[src/rtl/rts_pkg.sv]
// Round-trip statistics package: item structs, widths, sequencer states.
// No dependencies; used by round_trip_statistics_top.
package rts_pkg;

    // Fixed field widths of the item payloads
    localparam int SAMPLE_W = 24;
    localparam int MEAN_OUT_W = 32;
    localparam int DEV_OUT_W = 32;
    localparam int COUNT_OUT_W = 16;

    // Sizing of the datapath
    localparam int SAMPLE_BITS = 24;   // 8..24 significant sample bits
    localparam int COUNT_BITS = 16;    // 4..16 counter bits

    localparam int SQ_BITS = 2 * SAMPLE_BITS;                // one squared sample
    localparam int SUM_W = SAMPLE_BITS + COUNT_BITS;         // running sum
    localparam int SUMSQ_W = SQ_BITS + COUNT_BITS;           // running sum of squares
    localparam int X_W = 2 * SUM_W;                          // n*sumsq - sum^2
    localparam int DSQ_W = 2 * COUNT_BITS;                   // n*n
    localparam int DVD_W = X_W + 16;                         // dividend, Q16 scaled
    localparam int RAD_W = 2 * SAMPLE_BITS + 16;             // sqrt radicand
    localparam int ROOT_W = RAD_W / 2;                       // sqrt result
    localparam int MEAN_W = SAMPLE_BITS + 8;                 // mean quotient kept
    localparam int CNT_W = $clog2(DVD_W + 1);                // step counter

    localparam logic [COUNT_BITS-1:0] COUNT_LIMIT = '1;

    typedef struct packed {
        logic [SAMPLE_W-1:0] sample_us;
        logic                last;
    } t_in_item;

    typedef struct packed {
        logic [SAMPLE_W-1:0]    min_us;
        logic [SAMPLE_W-1:0]    max_us;
        logic [MEAN_OUT_W-1:0]  mean_q8;
        logic [DEV_OUT_W-1:0]   stddev_q8;
        logic [COUNT_OUT_W-1:0] sample_count;
        logic                   overflow;
    } t_out_item;

    typedef enum logic [3:0] {
        S_IDLE,
        S_ACC,
        S_NN,
        S_P1,
        S_P2,
        S_VDIV,
        S_SQRT,
        S_MDIV,
        S_DONE
    } t_state;

endpackage

[src/rtl/round_trip_statistics_top.sv]
// Round-trip statistics top level: accumulator, sequencer and shared
// bit-serial multiply / divide / square-root datapath. Depends on rts_pkg.
//
// Round-trip time statistics. Each input item carries one sample in whole
// microseconds and a last flag. For a sample without last, the item is
// accepted (the square is formed and registered) and the next cycle folds
// it into count, min, max, sum and sum of squares; ready returns in the
// cycle after that. An item with last is folded in the same way and then
// runs the one-bit-per-cycle sequence on the shared datapath: n*n, n*sumsq
// and sum^2 through one shift-add/subtract unit, then two restoring
// divides (variance and mean) and one restoring square root. The report
// item carries min, max, mean and population standard deviation (both Q8,
// truncated), the count and an overflow flag; all accumulators clear once
// the report is registered. Once the count saturates, further samples are
// dropped and overflow is set. The report sits in an output register, so
// the next item is taken while it waits; a later report waits for that
// register to empty.
module round_trip_statistics_top
    import rts_pkg::*;
(
    input  logic      i_clk,
    input  logic      i_rst_n,
    input  logic      i_in_valid,
    output logic      o_in_ready,
    input  t_in_item  i_in,
    output logic      o_out_valid,
    input  logic      i_out_ready,
    output t_out_item o_out
);

    // Sequencer
    t_state r_state, n_state;

    // Accepted sample, its square and flag
    logic [SAMPLE_BITS-1:0] r_samp;
    logic [SQ_BITS-1:0]     r_sq;
    logic                   r_last;

    // Batch accumulators
    logic [COUNT_BITS-1:0] r_count, n_count;
    logic [SAMPLE_W-1:0]   r_min, n_min;
    logic [SAMPLE_W-1:0]   r_max, n_max;
    logic [SUM_W-1:0]      r_sum, n_sum;
    logic [SUMSQ_W-1:0]    r_sumsq, n_sumsq;
    logic                  r_dropped, n_dropped;

    // Shift-add multiplier
    logic [X_W-1:0]   r_ma, n_ma;
    logic [SUM_W-1:0] r_mb, n_mb;
    logic [X_W-1:0]   r_macc, n_macc;
    logic             r_msub, n_msub;
    logic [DSQ_W-1:0] r_dsq, n_dsq;

    // Divider and square root share the dividend shift register
    logic [DVD_W-1:0]  r_dvd, n_dvd;
    logic [DSQ_W-1:0]  r_dvs, n_dvs;
    logic [DSQ_W-1:0]  r_rem, n_rem;
    logic [ROOT_W+1:0] r_srem, n_srem;
    logic [ROOT_W-1:0] r_root, n_root;

    logic [CNT_W-1:0] r_cnt, n_cnt;

    // Output register
    logic      r_out_valid, n_out_valid;
    t_out_item r_out, n_out;

    // Step results
    logic [X_W-1:0]    mul_step;
    logic [DSQ_W:0]    div_sh;
    logic              div_ge;
    logic [DSQ_W:0]    div_diff;
    logic [ROOT_W+1:0] sq_sh;
    logic [ROOT_W+1:0] sq_trial;
    logic              sq_ge;
    logic              last_step;
    logic              out_space;
    logic              drop;
    logic              accept;

    assign accept    = i_in_valid && o_in_ready;
    assign o_in_ready = (r_state == S_IDLE);
    assign o_out_valid = r_out_valid;
    assign o_out = r_out;
    assign out_space = !r_out_valid || i_out_ready;
    assign last_step = (r_cnt == CNT_W'(1));
    assign drop = (r_count == COUNT_LIMIT);

    always_comb begin
        if (r_mb[0]) begin
            mul_step = r_msub ? (r_macc - r_ma) : (r_macc + r_ma);
        end else begin
            mul_step = r_macc;
        end
        div_sh   = {r_rem, r_dvd[DVD_W-1]};
        div_ge   = (div_sh >= {1'b0, r_dvs});
        div_diff = div_sh - {1'b0, r_dvs};
        sq_sh    = {r_srem[ROOT_W-1:0], r_dvd[RAD_W-1 -: 2]};
        sq_trial = {r_root, 2'b01};
        sq_ge    = (sq_sh >= sq_trial);
    end

    always_ff @(posedge i_clk) begin
        if (!i_rst_n) begin
            r_state     <= S_IDLE;
            r_out_valid <= 1'b0;
            r_count     <= '0;
            r_min       <= '1;
            r_max       <= '0;
            r_sum       <= '0;
            r_sumsq     <= '0;
            r_dropped   <= 1'b0;
        end else begin
            r_state     <= n_state;
            r_out_valid <= n_out_valid;
            r_count     <= n_count;
            r_min       <= n_min;
            r_max       <= n_max;
            r_sum       <= n_sum;
            r_sumsq     <= n_sumsq;
            r_dropped   <= n_dropped;
        end
    end

    always_ff @(posedge i_clk) begin
        if (accept) begin
            r_samp <= i_in.sample_us[SAMPLE_BITS-1:0];
            r_sq   <= SQ_BITS'(i_in.sample_us[SAMPLE_BITS-1:0])
                      * SQ_BITS'(i_in.sample_us[SAMPLE_BITS-1:0]);
            r_last <= i_in.last;
        end
        r_ma   <= n_ma;
        r_mb   <= n_mb;
        r_macc <= n_macc;
        r_msub <= n_msub;
        r_dsq  <= n_dsq;
        r_dvd  <= n_dvd;
        r_dvs  <= n_dvs;
        r_rem  <= n_rem;
        r_srem <= n_srem;
        r_root <= n_root;
        r_cnt  <= n_cnt;
        r_out  <= n_out;
    end

    always_comb begin
        n_state     = r_state;
        n_count     = r_count;
        n_min       = r_min;
        n_max       = r_max;
        n_sum       = r_sum;
        n_sumsq     = r_sumsq;
        n_dropped   = r_dropped;
        n_ma        = r_ma;
        n_mb        = r_mb;
        n_macc      = r_macc;
        n_msub      = r_msub;
        n_dsq       = r_dsq;
        n_dvd       = r_dvd;
        n_dvs       = r_dvs;
        n_rem       = r_rem;
        n_srem      = r_srem;
        n_root      = r_root;
        n_cnt       = r_cnt;
        n_out       = r_out;
        n_out_valid = r_out_valid && !i_out_ready;

        case (r_state)
            S_IDLE: begin
                if (accept) begin
                    n_state = S_ACC;
                end
            end
            S_ACC: begin
                if (drop) begin
                    n_dropped = 1'b1;
                end else begin
                    n_count = r_count + 1'b1;
                    if (SAMPLE_W'(r_samp) < r_min) begin
                        n_min = SAMPLE_W'(r_samp);
                    end
                    if (SAMPLE_W'(r_samp) > r_max) begin
                        n_max = SAMPLE_W'(r_samp);
                    end
                    n_sum   = r_sum + SUM_W'(r_samp);
                    n_sumsq = r_sumsq + SUMSQ_W'(r_sq);
                end
                if (r_last) begin
                    // n*n first: it becomes the variance divisor
                    n_ma    = X_W'(n_count);
                    n_mb    = SUM_W'(n_count);
                    n_macc  = '0;
                    n_msub  = 1'b0;
                    n_cnt   = CNT_W'(COUNT_BITS);
                    n_state = S_NN;
                end else begin
                    n_state = S_IDLE;
                end
            end
            S_NN: begin
                n_macc = mul_step;
                n_ma   = r_ma << 1;
                n_mb   = r_mb >> 1;
                n_cnt  = r_cnt - 1'b1;
                if (last_step) begin
                    n_dsq   = mul_step[DSQ_W-1:0];
                    n_ma    = X_W'(r_sumsq);
                    n_mb    = SUM_W'(r_count);
                    n_macc  = '0;
                    n_cnt   = CNT_W'(COUNT_BITS);
                    n_state = S_P1;
                end
            end
            S_P1: begin
                n_macc = mul_step;
                n_ma   = r_ma << 1;
                n_mb   = r_mb >> 1;
                n_cnt  = r_cnt - 1'b1;
                if (last_step) begin
                    // subtract sum^2 from n*sumsq in place
                    n_ma    = X_W'(r_sum);
                    n_mb    = r_sum;
                    n_msub  = 1'b1;
                    n_cnt   = CNT_W'(SUM_W);
                    n_state = S_P2;
                end
            end
            S_P2: begin
                n_macc = mul_step;
                n_ma   = r_ma << 1;
                n_mb   = r_mb >> 1;
                n_cnt  = r_cnt - 1'b1;
                if (last_step) begin
                    n_dvd   = {mul_step, 16'h0000};
                    n_dvs   = r_dsq;
                    n_rem   = '0;
                    n_cnt   = CNT_W'(DVD_W);
                    n_state = S_VDIV;
                end
            end
            S_VDIV: begin
                n_rem = div_ge ? div_diff[DSQ_W-1:0] : div_sh[DSQ_W-1:0];
                n_dvd = {r_dvd[DVD_W-2:0], div_ge};
                n_cnt = r_cnt - 1'b1;
                if (last_step) begin
                    n_srem  = '0;
                    n_root  = '0;
                    n_cnt   = CNT_W'(ROOT_W);
                    n_state = S_SQRT;
                end
            end
            S_SQRT: begin
                // two radicand bits per step from the low quotient window
                n_srem = sq_ge ? (sq_sh - sq_trial) : sq_sh;
                n_root = {r_root[ROOT_W-2:0], sq_ge};
                n_dvd  = r_dvd << 2;
                n_cnt  = r_cnt - 1'b1;
                if (last_step) begin
                    n_dvd   = DVD_W'({r_sum, 8'h00});
                    n_dvs   = DSQ_W'(r_count);
                    n_rem   = '0;
                    n_cnt   = CNT_W'(DVD_W);
                    n_state = S_MDIV;
                end
            end
            S_MDIV: begin
                n_rem = div_ge ? div_diff[DSQ_W-1:0] : div_sh[DSQ_W-1:0];
                n_dvd = {r_dvd[DVD_W-2:0], div_ge};
                n_cnt = r_cnt - 1'b1;
                if (last_step) begin
                    n_state = S_DONE;
                end
            end
            S_DONE: begin
                if (out_space) begin
                    n_out_valid        = 1'b1;
                    n_out.min_us       = r_min;
                    n_out.max_us       = r_max;
                    n_out.sample_count = COUNT_OUT_W'(r_count);
                    n_out.overflow     = r_dropped;
                    if (r_count == '0) begin
                        n_out.mean_q8   = '0;
                        n_out.stddev_q8 = '0;
                    end else begin
                        n_out.mean_q8   = MEAN_OUT_W'(r_dvd[MEAN_W-1:0]);
                        n_out.stddev_q8 = DEV_OUT_W'(r_root);
                    end
                    // clear the batch
                    n_count   = '0;
                    n_min     = '1;
                    n_max     = '0;
                    n_sum     = '0;
                    n_sumsq   = '0;
                    n_dropped = 1'b0;
                    n_state   = S_IDLE;
                end
            end
            default: begin
                n_state = S_IDLE;
            end
        endcase
    end

    // Samples are dropped only once the count has saturated
    a_drop_sat: assert property (@(posedge i_clk) disable iff (!i_rst_n)
        r_dropped |-> (r_count == COUNT_LIMIT))
        else $error("dropped set with unsaturated count");

    // A nonempty batch always has min <= max
    a_min_max: assert property (@(posedge i_clk) disable iff (!i_rst_n)
        (r_count != '0) |-> (r_min <= r_max))
        else $error("running min above running max");

    // A report appears only out of the final sequencer state
    a_rep_src: assert property (@(posedge i_clk) disable iff (!i_rst_n)
        (!r_out_valid && n_out_valid) |-> (r_state == S_DONE))
        else $error("report raised outside final state");

    // After a report is registered the batch is clear
    a_clear: assert property (@(posedge i_clk) disable iff (!i_rst_n)
        (r_state == S_DONE && out_space) |=> (r_count == '0 && !r_dropped))
        else $error("batch not cleared after report");

    // Every report counts at least one sample
    a_rep_n: assert property (@(posedge i_clk) disable iff (!i_rst_n)
        o_out_valid |-> (o_out.sample_count != '0))
        else $error("report with zero samples");

endmodule

[config.mk]
export PLATFORM = sky130hd
export DESIGN_NAME = round_trip_statistics_top
export DESIGN_NICKNAME = d
export VERILOG_FILES = /design/src/rtl/rts_pkg.sv /design/src/rtl/round_trip_statistics_top.sv
export SDC_FILE = /design/constraint.sdc
export NUM_CORES = 2
export LEC_CHECK = 0
export ABC_CLOCK_PERIOD_IN_PS = 12300
export BUFFER_PORTS_ARGS = -buffer_cell sky130_fd_sc_hd__buf_2
export CAP_MARGIN = 40
export CORE_MARGIN = 2
export CORE_UTILIZATION = 45
export DETAILED_ROUTE_END_ITERATION = 8
export GPL_TIMING_DRIVEN = 0
export PLACE_DENSITY = 0.65
export SLEW_MARGIN = 20
export SYNTH_ARGS = -nofsm -noshare
export SYNTH_HDL_FRONTEND = slang
export SYNTH_SLANG_ARGS = --single-unit
[constraint.sdc]
create_clock -name i_clk -period 12.3 [get_ports i_clk]
set_input_delay 0.615 -clock i_clk [delete_from_list [all_inputs] [get_ports i_clk]]
set_output_delay 0.615 -clock i_clk [all_outputs]
set_load 0.01 [all_outputs]
==> flow_summary.toml <==
[place]
dp_hpwl_um = 162000
place_congestion = 0.982
port_buffers = 158
post-place-cells = 9131

[global_route]
grt_max_degree = 82
grt_pass1_wl_um = 315000
grt.total_usage_pct = 26.9
grt_pass1_vias = 53100
antenna_found_initial = 4
overflow = 0

[job]
drv_cap = 0

[critical_path]
cpPeakStageDelay_ns = 0.69
rrSetupSlack_ns = 5.36
rr_startpoint = "r_ma[12]"
worstReg2RegEnd = "r_dvd[82]"
end_kind = "flop"
crit_fanout = 10
cp.required_ns = 12.76
cp.arrival_ns = 9.54
cp-start-kind = "input port"
reg2reg_depth = 19
critical_path.slowest_cell = "clkbuf_1"
criticalPathCategory = "in2reg"

[clock_network]
clk_pin_slew_ns = 0.06
clkSinkCount = 838
hold_buffers = 0
cts_buffers = 94
cts_tree = "built"
clockBufferDepth = 3
cts_setup_buffers = 0
clk_latency_ns = 0.73
cts_resized = 0
root_buffer = "clkbuf_16"
htree_num_levels = 3

[floorplanning]
dieArea_um2 = 151000
die_w_um = 389
rows = 141
ios = 160
core_area_um2 = 147000
initial_core_util_pct = 45.2
die_y_um = 389

[sta]
slew_headroom_pct = 39.2
tightest_slew_ns = 0.912
min_period_over_period_pct = 73.8
max_freq_mhz = 110
finalHoldViolations = 0
fin_crit_ns = 9.07
drv_slew = 0
rsz0062_at_grt = "no"
fin_setup_tns_ns = 0
skew_ns = 0.0579
setup_viol = 0

[synth]
yosys.area.top_type_share_pct = 30.0
synth-main-ff-cell = "edfxtp_1"
muxShareOfSynthArea_pct = 2.25
synth_cell_types = 81
ys_warn_count = 0
seq_area_frac_synth_pct = 35.2
netlist_instances = 7001
syn_area_per_cell_um2 = 9.51
synth_edf_count = 664
synthXorXnorAreaFrac_pct = 4.09
synth_fa_ha_area_share_pct = 21.4
synth_top_family_by_area = "adder cells"
synth_compound_area_share_pct = 15.7
synth-simple-area-share_pct = 14.5
netlist_area_um2 = 66600
synth-seq-cells = 838
yosysTopAreaCell = "edfxtp_1"
synth_area_leaders = "edfxtp_1, fa_1, ha_1"
ys_async_sr_fraction_pct = 0
syn-num-nets = 7909

[finish]
mostFrequentLayoutCells = "inv_1, edfxtp_1, nand2_1"
drive_gt1_share_pct = 5.58
utilization_pct = 50.1
final_cells = 9318
syn2layout_area_growth_pct = 10.9
nets = 8212
mostFrequentLayoutCell = "inv_1"

[min_path]
min-delay-start = "i_in[0]"
min_to = "r_last"
hp-class = "in2reg"
hold_depth = 1

[detailed_routing]
final_antenna_net_count = 0
firstDrtPassIters = 6
first_iter_violations = 5303
vias_per_cell = 5.78
vias = 53900
routedWlPerCell_um = 22.2
wl_um = 207000
route.detailed.drc = 0

[run_status]
status = "completed"
## layer usage
| metal | track usage [%] | routed length, um | vias up |
|---|---|---|---|
| met1 | 37.4 | 89500 | 26300 |
| li1 | - | - | 25000 |
| met3 | 3.09 | 15600 | 410 |
| met5 | 0 | 10 | - |
| met4 | 11.9 | 9370 | 2 |
| met2 | 42.4 | 92100 | 2232 |
## per-stage QoR
step	worst slack [ns]	instance area (um^2)	hold WS [ns]
after floorplan	4.62	66600	0.406
after global placement	2.67	69800	0.413
after detailed placement	2.65	70500	0.411
after CTS	3.39	73800	0.135
after global routing	2.98	73800	0.170
final	3.23	73800	0.184
## worst max path at each step
stage               startpoint        to  cells past startpoint
floorplan             i_in[11]  r_sq[43]                     28
global route          i_in[11]  r_sq[43]                     29
detailed placement    i_in[11]  r_sq[43]                     29
CTS                   i_in[11]  r_sq[43]                     29
finish                i_in[11]  r_sq[43]                     29
global placement      i_in[11]  r_sq[43]                     29
## sequential cells by signal, indices dropped and copies added, names as in the netlist
register	flops
r_mb	40
r_min	24
r_sq	46
r_max	24
o_out_valid	1
r_srem	32
r_last	1
r_dvs	32
r_ma	80
r_count	16
o_out	129
r_macc	80
r_state	4
r_rem	32
r_dropped	1
r_cnt	7
r_dsq	32
r_root	32
r_msub	1
r_sumsq	64
r_sum	40
r_dvd	96
r_samp	24
## synth_stat cells, types with 49 or more instances
cell      count
ha_1        445
fa_1        434
xor2_1       89
nand2_1     625
a31oi_1      49
mux2i_1     143
xnor2_1     220
nor2_1      450
a21o_1      186
edfxtp_1    664
a21oi_1     456
dfxtp_1     174
o21bai_1     55
a221oi_1     80
nand3_1     166
nor3_1      100
nor2b_1      72
inv_1       869
o21a_1       69
and2_1      284
nand4_1      82
o21ai_0     316
a22o_1       54
clkbuf_1    321
## logic make-up after synthesis
group	count (synthesis)
and+or+nand+nor	2003
AOI/OAI and AO/OA	1603
buffers and inverters	1219
adders and majority gates	879
DFF	838
xor gates and xnor gates	310
muxes	149
## area by class of cell
class                      instances  area [um^2]
clock buffer                     121         2590
tap                             1930         2410
clock inverter                    55          623
multi-input combinational       4944        38600
timing repair buffer             207         1550
sequential                       838        23400
antenna                            4         10.0
fill                           13600        73500
inverter                         870         3270
buffer                           349         1320
## critical path, delay by kind of cell
kind	cells	cell delay (ns)
buffers and inverters	10	1.92
AO/OA/AOI/OAI	7	2.17
XOR/XNOR	1	0.14
adder cells (fa/ha/maj)	8	3.92
AND/OR/NAND/NOR	3	0.76
Power is not shown: default switching activity piles up to over one toggle a cycle in this logic, so the estimate is an artifact.
